<file path="src/hw/rtl/crcdf_pkg.sv">
// ----------------------------------------------------------------------------
// crcdf_pkg: shared definitions for the CRC-32 record deframer
// Phase encoding, record status codes, field widths and the byte-wise
// CRC-32 update (reflected polynomial 0xEDB88320).
// ----------------------------------------------------------------------------
package crcdf_pkg;

  // Width of the stream byte counter and the total_bytes register
  localparam int unsigned TOTAL_W = 48;
  // Default width of the record length register
  localparam int unsigned LENGTH_BITS_DEF = 48;

  localparam int unsigned HDR_CRC_BYTES = 4;
  localparam int unsigned HDR_BYTES     = 12;

  localparam logic [31:0] CRC_POLY = 32'hEDB8_8320;
  localparam logic [31:0] CRC_INIT = 32'hFFFF_FFFF;

  // Record status reported with record_done
  typedef logic [1:0] status_t;
  localparam status_t ST_NONE    = 2'd0;
  localparam status_t ST_GOOD    = 2'd1;
  localparam status_t ST_BAD_CRC = 2'd2;
  localparam status_t ST_TRUNC   = 2'd3;

  // Deframer phase, one-hot
  typedef enum logic [3:0] {
    PH_CKSUM   = 4'b0001,
    PH_LENGTH  = 4'b0010,
    PH_PAYLOAD = 4'b0100,
    PH_HALTED  = 4'b1000
  } phase_t;

  // One byte through the reflected CRC-32 shift register
  function automatic logic [31:0] crc_byte(input logic [31:0] c, input logic [7:0] b);
    logic [31:0] r;
    r = c ^ {24'd0, b};
    for (int i = 0; i < 8; i++) begin
      r = r[0] ? ((r >> 1) ^ CRC_POLY) : (r >> 1);
    end
    return r;
  endfunction

endpackage

</file>
<file path="src/hw/rtl/crc32_record_deframer.sv">
// ----------------------------------------------------------------------------
// crc32_record_deframer: length-prefixed record stream checker with CRC-32
// Splits a byte stream into records (4-byte CRC, 8-byte length, payload),
// passes payload through and reports good, mismatched or truncated records.
// ----------------------------------------------------------------------------
// Usage: write total_bytes through cfg_we/cfg_wdata while the block is idle;
// this restarts checking. It then takes one stream byte per clock while
// in_ready is high and registers each stream byte's result in the next cycle.
// The cycle is bounded by the byte-wise CRC-32 update and the 48-bit
// length-versus-remaining compare, which sit between the input handshake and
// the result register. A byte offered after the stream is exhausted (or with
// total_bytes zero) is taken and produces no result. in_ready stays high
// while the result register is empty or being drained in the same cycle.
module crc32_record_deframer #(
  parameter int unsigned LENGTH_BITS = crcdf_pkg::LENGTH_BITS_DEF
) (
  input  logic                          clk,
  input  logic                          rst,
  // configuration
  input  logic                          cfg_we,
  input  logic [crcdf_pkg::TOTAL_W-1:0] cfg_wdata,
  // byte input
  input  logic                          in_valid,
  output logic                          in_ready,
  input  logic [7:0]                    data_byte,
  // results
  output logic                          out_valid,
  input  logic                          out_ready,
  output logic [7:0]                    payload_byte,
  output logic                          payload_valid,
  output logic                          record_done,
  output crcdf_pkg::status_t            record_status,
  output logic                          stream_done,
  output logic                          stream_error
);
  import crcdf_pkg::*;

  localparam int unsigned CMP_W = (LENGTH_BITS > TOTAL_W) ? LENGTH_BITS : TOTAL_W;
  localparam logic [63:0] LEN_MASK =
    (LENGTH_BITS >= 64) ? {64{1'b1}} : ((64'd1 << LENGTH_BITS) - 64'd1);

  // State
  phase_t                 phase, phase_next;
  logic [3:0]             header_count, header_count_next;
  logic [31:0]            stored_checksum, stored_checksum_next;
  logic [LENGTH_BITS-1:0] record_length, record_length_next;
  logic                   length_overflow, length_overflow_next;
  logic [31:0]            crc_register, crc_register_next;
  logic [TOTAL_W-1:0]     remaining_bytes, remaining_bytes_next;
  logic                   error_flag, error_flag_next;

  // Result of the current byte
  logic       accept, live, last;
  logic [7:0] res_pbyte;
  logic       res_pvalid, res_done;
  status_t    res_status;

  // Header working values (start of a header clears the record fields)
  logic                   hdr_start;
  logic [31:0]            cs_base;
  logic [LENGTH_BITS-1:0] len_base;
  logic                   ovf_base;
  logic [2:0]             len_lane;
  logic [63:0]            len_wide;
  logic [31:0]            crc_new;
  logic [LENGTH_BITS-1:0] len_dec;

  assign in_ready = !out_valid || out_ready;
  assign accept   = in_valid && in_ready;
  assign live     = (remaining_bytes != '0);
  assign last     = (remaining_bytes == TOTAL_W'(1));

  assign hdr_start = (header_count == 4'd0);
  assign cs_base   = hdr_start ? 32'd0 : stored_checksum;
  assign len_base  = hdr_start ? '0 : record_length;
  assign ovf_base  = hdr_start ? 1'b0 : length_overflow;
  assign len_lane  = 3'(header_count - 4'(HDR_CRC_BYTES));
  assign len_wide  = {56'd0, data_byte} << {len_lane, 3'b000};
  assign crc_new   = crc_byte(crc_register, data_byte);
  assign len_dec   = record_length - LENGTH_BITS'(1);

  // Per-byte state update and result
  always_comb begin
    phase_next           = phase;
    header_count_next    = header_count;
    stored_checksum_next = stored_checksum;
    record_length_next   = record_length;
    length_overflow_next = length_overflow;
    crc_register_next    = crc_register;
    remaining_bytes_next = remaining_bytes - TOTAL_W'(1);
    error_flag_next      = error_flag;
    res_pbyte            = 8'd0;
    res_pvalid           = 1'b0;
    res_done             = 1'b0;
    res_status           = ST_NONE;

    if (!error_flag) begin
      case (phase)
        PH_CKSUM, PH_LENGTH: begin
          stored_checksum_next = cs_base;
          record_length_next   = len_base;
          length_overflow_next = ovf_base;
          if (hdr_start) begin
            crc_register_next = CRC_INIT;
          end
          if (header_count < 4'(HDR_CRC_BYTES)) begin
            stored_checksum_next = cs_base |
              (32'(data_byte) << {header_count[1:0], 3'b000});
          end else begin
            // length byte: bits above LENGTH_BITS must be zero
            record_length_next   = len_base | len_wide[LENGTH_BITS-1:0];
            length_overflow_next = ovf_base || ((len_wide & ~LEN_MASK) != 64'd0);
          end
          header_count_next = header_count + 4'd1;
          phase_next = (header_count_next < 4'(HDR_CRC_BYTES)) ? PH_CKSUM : PH_LENGTH;
          if (header_count_next == 4'(HDR_BYTES)) begin
            header_count_next = 4'd0;
            if (length_overflow_next ||
                (CMP_W'(record_length_next) > CMP_W'(remaining_bytes_next))) begin
              res_done        = 1'b1;
              res_status      = ST_TRUNC;
              error_flag_next = 1'b1;
              phase_next      = PH_HALTED;
            end else if (record_length_next == '0) begin
              // empty payload: CRC of no bytes is zero
              res_done = 1'b1;
              if (stored_checksum_next == 32'd0) begin
                res_status = ST_GOOD;
                phase_next = PH_CKSUM;
              end else begin
                res_status      = ST_BAD_CRC;
                error_flag_next = 1'b1;
                phase_next      = PH_HALTED;
              end
            end else begin
              phase_next = PH_PAYLOAD;
            end
          end else if (last) begin
            // stream ends inside a header
            res_done        = 1'b1;
            res_status      = ST_TRUNC;
            error_flag_next = 1'b1;
            phase_next      = PH_HALTED;
          end
        end
        PH_PAYLOAD: begin
          res_pvalid         = 1'b1;
          res_pbyte          = data_byte;
          crc_register_next  = crc_new;
          record_length_next = len_dec;
          if (len_dec == '0) begin
            res_done          = 1'b1;
            header_count_next = 4'd0;
            if (~crc_new == stored_checksum) begin
              res_status = ST_GOOD;
              phase_next = PH_CKSUM;
            end else begin
              res_status      = ST_BAD_CRC;
              error_flag_next = 1'b1;
              phase_next      = PH_HALTED;
            end
          end
        end
        default: begin
        end
      endcase
    end
  end

  // Control and record state
  always_ff @(posedge clk) begin
    if (rst) begin
      phase           <= PH_CKSUM;
      header_count    <= 4'd0;
      stored_checksum <= 32'd0;
      record_length   <= '0;
      length_overflow <= 1'b0;
      crc_register    <= CRC_INIT;
      remaining_bytes <= '0;
      error_flag      <= 1'b0;
      out_valid       <= 1'b0;
    end else begin
      if (cfg_we) begin
        // new stream length restarts checking
        phase           <= PH_CKSUM;
        header_count    <= 4'd0;
        stored_checksum <= 32'd0;
        record_length   <= '0;
        length_overflow <= 1'b0;
        crc_register    <= CRC_INIT;
        remaining_bytes <= cfg_wdata;
        error_flag      <= 1'b0;
      end else if (accept && live) begin
        phase           <= phase_next;
        header_count    <= header_count_next;
        stored_checksum <= stored_checksum_next;
        record_length   <= record_length_next;
        length_overflow <= length_overflow_next;
        crc_register    <= crc_register_next;
        remaining_bytes <= remaining_bytes_next;
        error_flag      <= error_flag_next;
      end

      if (accept && live) begin
        out_valid <= 1'b1;
      end else if (out_ready) begin
        out_valid <= 1'b0;
      end
    end
  end

  // Result register
  always_ff @(posedge clk) begin
    if (accept && live) begin
      payload_byte  <= res_pbyte;
      payload_valid <= res_pvalid;
      record_done   <= res_done;
      record_status <= res_status;
      stream_done   <= last;
      stream_error  <= error_flag_next;
    end
  end

endmodule

</file>
<file path="config.mk">
export PLATFORM = sky130hd
export DESIGN_NAME = crc32_record_deframer
export DESIGN_NICKNAME = d
export VERILOG_FILES = /design/src/hw/rtl/crcdf_pkg.sv /design/src/hw/rtl/crc32_record_deframer.sv
export SDC_FILE = /design/constraint.sdc
export NUM_CORES = 1
export LEC_CHECK = 0
export BUFFER_PORTS_ARGS = -buffer_cell sky130_fd_sc_hd__buf_2
export CAP_MARGIN = 25
export CORE_ASPECT_RATIO = 2
export CORE_MARGIN = 2
export CORE_UTILIZATION = 45
export DETAILED_ROUTE_END_ITERATION = 8
export SYNTH_ARGS = -nofsm -noshare
export SYNTH_HDL_FRONTEND = slang
export SYNTH_SLANG_ARGS = --single-unit
</file>
<file path="constraint.sdc">
create_clock -name clk -period 5.2 [get_ports clk]
set_input_delay 0.78 -clock clk [delete_from_list [all_inputs] [get_ports clk]]
set_output_delay 0.78 -clock clk [all_outputs]
set_load 0.01 [all_outputs]
</file>
# After elaboration in Yosys (flattened, before gate mapping)
# Index checks and enable logic that the tools add are counted.
# classes
n_lt_le_gt_ge,3
eq_ne,8
bitwise_logic,14
shift,2
mul,0
reduce_logical,22
n_addsub,4
div,0
n_mux,62
# op_table
op,n
$mux 32,13
$mux 48,6
$not 13->14,8
$logic_not 48->1,2
$pmux 48 s2,1
$sub 48x1->48 const B,2
$pmux 32 s2,1
$reduce_bool 64->1,1
$shl 8x6->64,1
$eq 48x1->1 const B,1
$gt 48x48->1,1
$or 48x48->48,1
$reduce_bool 48->1,1
$mux 4,9
$eq 32x32->1,1
$logic_not 32->1,1
$not 32->32,1
$or 32x32->32,1
$shl 8x5->32,1
$xor 32x8->32,1
$mux 1,19
$mux 2,8
$pmux 4 s2,2
$lt 4x3->1 const B,2
18 further kinds,30
# word_totals
mem_bits_rw,0
output_inout_bits,16
mem_bits_ro,0
mem_count,0
latch_bits,0
register_bits,185
input_bits,61
wordCells,130

# Depth between registers and ports, before layout
# logic_depth
ltp_word,23
ltp_mapped,19
depth_no_buf,17

# Least setup slack after synthesis
# No wires, ideal clock.
# synth_path
path_kind,register to register
from,register header_count[1]
to,register record_status[0] (data pin)
setup_time_ps,255
path_buffers,5
arrival_time_ps,4359
required_time_ps,4945
path_slack_ps,586
path_stages_with_launch,20
period_less_slack_ps,4614
cell_sequence,dfxtp_1 > clkbuf_1 > clkbuf_1 > inv_1 > ha_1 > or3b_1 > clkbuf_1 > clkbuf_1 > buf_1 > nand2_1 > o21ai_0 > ha_1 > a21o_1 > nand3_1 > a211oi_1 > or4b_2 > a2111oi_0 > or2_2 > a2111oi_0 > a31o_1
# synth_via
elab_chain_cells,12
word_cells_on_any_way,32
classes_between,2 x add/sub; 2 x order compare; 1 x eq/ne; 2 x shift; 17 x mux; 2 x bitwise; 6 x reduce/logical
# synth_lines
element,line,rtl
"start, declared",crc32_record_deframer.sv:44,"logic [3:0] header_count, header_count_next;"
"start signal, assigned",crc32_record_deframer.sv:195,header_count <= header_count_next;
"parallel branches: the longest is 10 deep, another holds $gt 48x48->1",-,
$mux 2 (*),crc32_record_deframer.sv:116,if (header_count_next == 4'(HDR_BYTES)) begin
$pmux 2 s2 (*),crc32_record_deframer.sv:98,case (phase)
"end signal, assigned",crc32_record_deframer.sv:218,record_status <= res_status;
"end, declared",crc32_record_deframer.sv:32,"output crcdf_pkg::status_t record_status,"
# Mark *: on every way between the ends. The select of a mux whose other input is x is not followed.
# A chain may end at the register's enable or synchronous reset.

# Worst setup path after layout
# layout_path
from,register remaining_bytes[4]
to,register record_status[0] (data pin)
# layout_via
elab_chain_cells,6
word_cells_on_any_way,8
classes_between,1 x add/sub; 1 x order compare; 1 x eq/ne; 4 x mux; 1 x reduce/logical
# layout_lines
element,line,rtl
"start, declared",crc32_record_deframer.sv:49,"logic [TOTAL_W-1:0] remaining_bytes, remaining_bytes_next;"
"start signal, assigned",crc32_record_deframer.sv:191,remaining_bytes <= cfg_wdata;
"start signal, assigned",crc32_record_deframer.sv:200,remaining_bytes <= remaining_bytes_next;
$sub 48x1->48,crc32_record_deframer.sv:90,remaining_bytes_next = remaining_bytes - TOTAL_W'(1);
$gt 48x48->1,crc32_record_deframer.sv:119,(CMP_W'(record_length_next) > CMP_W'(remaining_bytes_next))) begin
$logic_or 1x1->1,crc32_record_deframer.sv:118,if (length_overflow_next ||
$mux 2,crc32_record_deframer.sv:118,
$mux 2 (*),crc32_record_deframer.sv:116,
$pmux 2 s2 (*),crc32_record_deframer.sv:98,
# Mark *: on every way between the ends. The rest lies on a longest branch, timed or not.

==> results.sh <==
export IMPL_synthesis_area_um2=13870
export IMPL_wl_um=47910
export IMPL_maxSlewViolCount=0
export IMPL_p_leak_nw=6.063
export IMPL_initialDrtViolationCount=1446
export IMPL_synth_simple_area_share_pct=25.92
export IMPL_fin_crit_sh_pct=96.19
export IMPL_period_minus_slack_ns=5.002
export IMPL_max_freq_ghz=0.1999
export IMPL_path_class="register to register"
export IMPL_synth_net_count=1848
export IMPL_cp_num_buf_inv=1
export IMPL_fin_skew_ns=0.01420
export IMPL_io_buffers=76
export IMPL_synth_compound_gate_area_share_pct=19.26
export IMPL_ys_ff_latch=185
export IMPL_ys_seq_area_share_pct=27.71
export IMPL_clk_pin_slew_ns=0.07
export IMPL_vias_per_cell=6.347
export IMPL_root_buffer="clkbuf_16"
export IMPL_cts_hold_buf=0
export IMPL_avgSynthCellArea_um2=8.008
export IMPL_p_per_area_nw_per_um2=248.2
export IMPL_crit_family="simple AND/OR/NAND/NOR gates"
export IMPL_post_place_ws_ns=0.06937
export IMPL_sw_frac_of_total_pct=32.63
export IMPL_grt_max_degree=60
export IMPL_area_growth_syn_to_layout_pct=10.89
export IMPL_seqPwrFrac_pct=40.1
export IMPL_worst_slew_pin_slew_ns=1.036
export IMPL_maxCapViolCount=0
export IMPL_drc_errors=0
export IMPL_hold_viol_final=0
export IMPL_chipWidth_um=128.1
export IMPL_numCtsBuffers=17
export IMPL_synth_enable_flop_cells=14
export IMPL_synthArstFlopShare_pct=0
export IMPL_seq_area_um2=3844
export IMPL_synth_top_family_by_area="simple AND/OR/NAND/NOR gates"
export IMPL_antenna_found_initial=0
export IMPL_drive_above_1_share_pct=12.92
export IMPL_max_stage_delay_ns=0.61
export IMPL_layout_common_cells="nor2_1 (187), dfxtp_1 (171), nand2_1 (155), o21ai_0 (101)"
export IMPL_overflow=0
export IMPL_design_area_um2=15380
export IMPL_grt_use_total_pct=29.69
export IMPL_numClockSinks=185
export IMPL_ios=77
export IMPL_clock_latency_ns=0.46
export IMPL_gp_congestion=0.9951
export IMPL_outcome="finished, final reports clean"
export IMPL_path_cells="or4_1 -> nor4_4 -> nand4_1 -> or3_1 -> or3_1 -> nor2_1 -> xnor2_1 -> ha_1 -> nand2_1 -> nor3_2 -> nand3_1 -> nor2_2 -> a2111oi_0 -> buf_4 -> or2_2 -> a2111oi_0 -> a31o_1"
export IMPL_initial_core_util_pct=45.28
export IMPL_p_comb_share_pct=23.4
export IMPL_std_cell_rows=91
export IMPL_synthCells=1732
export IMPL_p_int_mw=2.572
export IMPL_cp_max_fo=7
export IMPL_synth_fa_ha_area_share_pct=4.962
export IMPL_timing_slew_headroom_pct=30.40
export IMPL_worstPathArrival_ns=5.32
export IMPL_fp_coreArea_um2=30630
export IMPL_grt_setup_unrepaired="true"
export IMPL_firstDrtPassIters=6
export IMPL_fp_dieArea_um2=32330
export IMPL_p_switching_mw=1.246
export IMPL_final_common_cell="nor2_1"
export IMPL_h_tree_depth=4
export IMPL_setup_violations=0
export IMPL_synth_top_flop_cell="dfxtp_1"
export IMPL_cp_end_kind="register"
export IMPL_yosys_warnings=0
export IMPL_irDropWorstVdd_v=0.0002542
export IMPL_fillerInstances=2958
export IMPL_num_nets_final=1876
export IMPL_hp_class="register to register"
export IMPL_routed_via_count=13614
export IMPL_insertedDiodeCount=0
export IMPL_die_y_um=252.3
export IMPL_ant_nets=0
export IMPL_crit_path_start_kind="register"
export IMPL_fin_setup_tns_ns=0
export IMPL_slowest_stage="or4_1"
export IMPL_ys_types=86
export IMPL_pwr_share_clk_pct=36.5
export IMPL_cts_tree="done"
export IMPL_dp_hpwl_um=35590
export IMPL_fin_ws_ns=0.1983
export IMPL_grt_pass1_vias=12845
export IMPL_routedWlPerCell_um=22.34
export IMPL_synthXorXnorAreaFrac_pct=16.36
export IMPL_grt_pass1_wl_um=74230
export IMPL_cts_buffer_depth=2
export IMPL_dpl_cell_area_um2=14690
export IMPL_critical_path_required_ns=5.52
export IMPL_multiInputGateArea_um2=9448
export IMPL_synthMuxAreaShare_pct=1.236
-- layout make-up --
| class | count | area share, % |
|---|---|---|
| inverters | 33 | 0.8054 |
| repair buffers | 140 | 5.792 |
| clock buffers | 20 | 2.969 |
| well taps | 372 | 3.026 |
| multi-input cells | 1383 | 61.43 |
| clock inverters | 12 | 0.9844 |
| flip-flops and latches | 185 | 24.99 |
-- sequential cells by signal, indices dropped and copies added (netlist names) --
register	flops
record_length	48
remaining_bytes	48
crc_register	32
stored_checksum	32
payload_byte	8
header_count	4
phase	4
record_status	2
error_flag	1
length_overflow	1
out_valid	1
payload_valid	1
record_done	1
stream_done	1
stream_error	1
-- power by group through the flow --
stage / Sequential (mW) / Combinational, mW / Clock, mW
floorplan: 1.54 / 0.624 / 0
global placement: 1.56 / 0.863 / 0
detailed placement: 1.56 / 0.869 / 0
CTS: 1.53 / 0.873 / 1.42
global route: 1.54 / 0.968 / 1.47
finish: 1.53 / 0.892 / 1.39
-- layer usage --
metal	global-route usage [%]	vias to the layer above	share of wire (%)
met2	45.76	664	45
met4	16.11	0	5.4
met3	4.022	123	6.8
met1	40.02	6435	42
met5	0	-	0
li1	-	6392	-
-- Yosys cell counts, drive strengths merged, types with 31 or more instances --
cell,n,area (um^2)
nor2,189,709.4
ha,55,688.2
inv,33,123.9
nor3,71,360.3
dfxtp,171,3423
nand4,31,193.9
nand2,155,581.8
xor2,69,619.3
nand3,44,220.2
o21ai,117,585.6
a21oi,90,450.4
clkbuf,111,416.7
a22oi,44,330.3
a211oi,35,262.8
xnor2,100,962.2
nor4,59,396.6
-- timing repair --
action                                  CTS  global route
endpoints found under the setup margin    0             8
gates resized for setup                   0             4
hold endpoints to repair                  0             0
setup buffers                             0             2
-- final timing paths --
check / from / end / slack [ns] / cells past startpoint
max: remaining_bytes[4] / record_status[0] / 0.20 / 17
min: length_overflow / length_overflow / 0.47 / 2
max reg2reg: remaining_bytes[4] / record_status[0] / 0.20 / 17
min reg2reg: length_overflow / length_overflow / 0.47 / 2
-- logic make-up (layout without fill, tap and decap cells) --
| kind of cell | Yosys count | count (layout) |
|---|---|---|
| xor+xnor | 199 | 199 |
| fa+ha+maj | 55 | 55 |
| compound gates | 410 | 410 |
| simple gates | 702 | 702 |
| buf+inv | 164 | 205 |
| mux | 17 | 17 |
| flops | 185 | 185 |
-- per-stage QoR --
stage               util [%]  total power [mW]  cells  hold slack, ns
floorplan                  -             2.164   1732          0.4321
global placement       47.95             2.425   2108          0.4533
detailed placement     47.95             2.433   2108          0.4621
CTS                    49.93             3.821   2140          0.4715
global route           50.21             3.974   2145          0.4945
finish                 50.21             3.818   2145          0.4666
-- worst min-delay path, stage by stage (launching register included) --
cell     delay, ns
dfxtp_1       0.32
nand2_1       0.06
a21oi_1       0.05
Power figures use the tool's default switching activity.
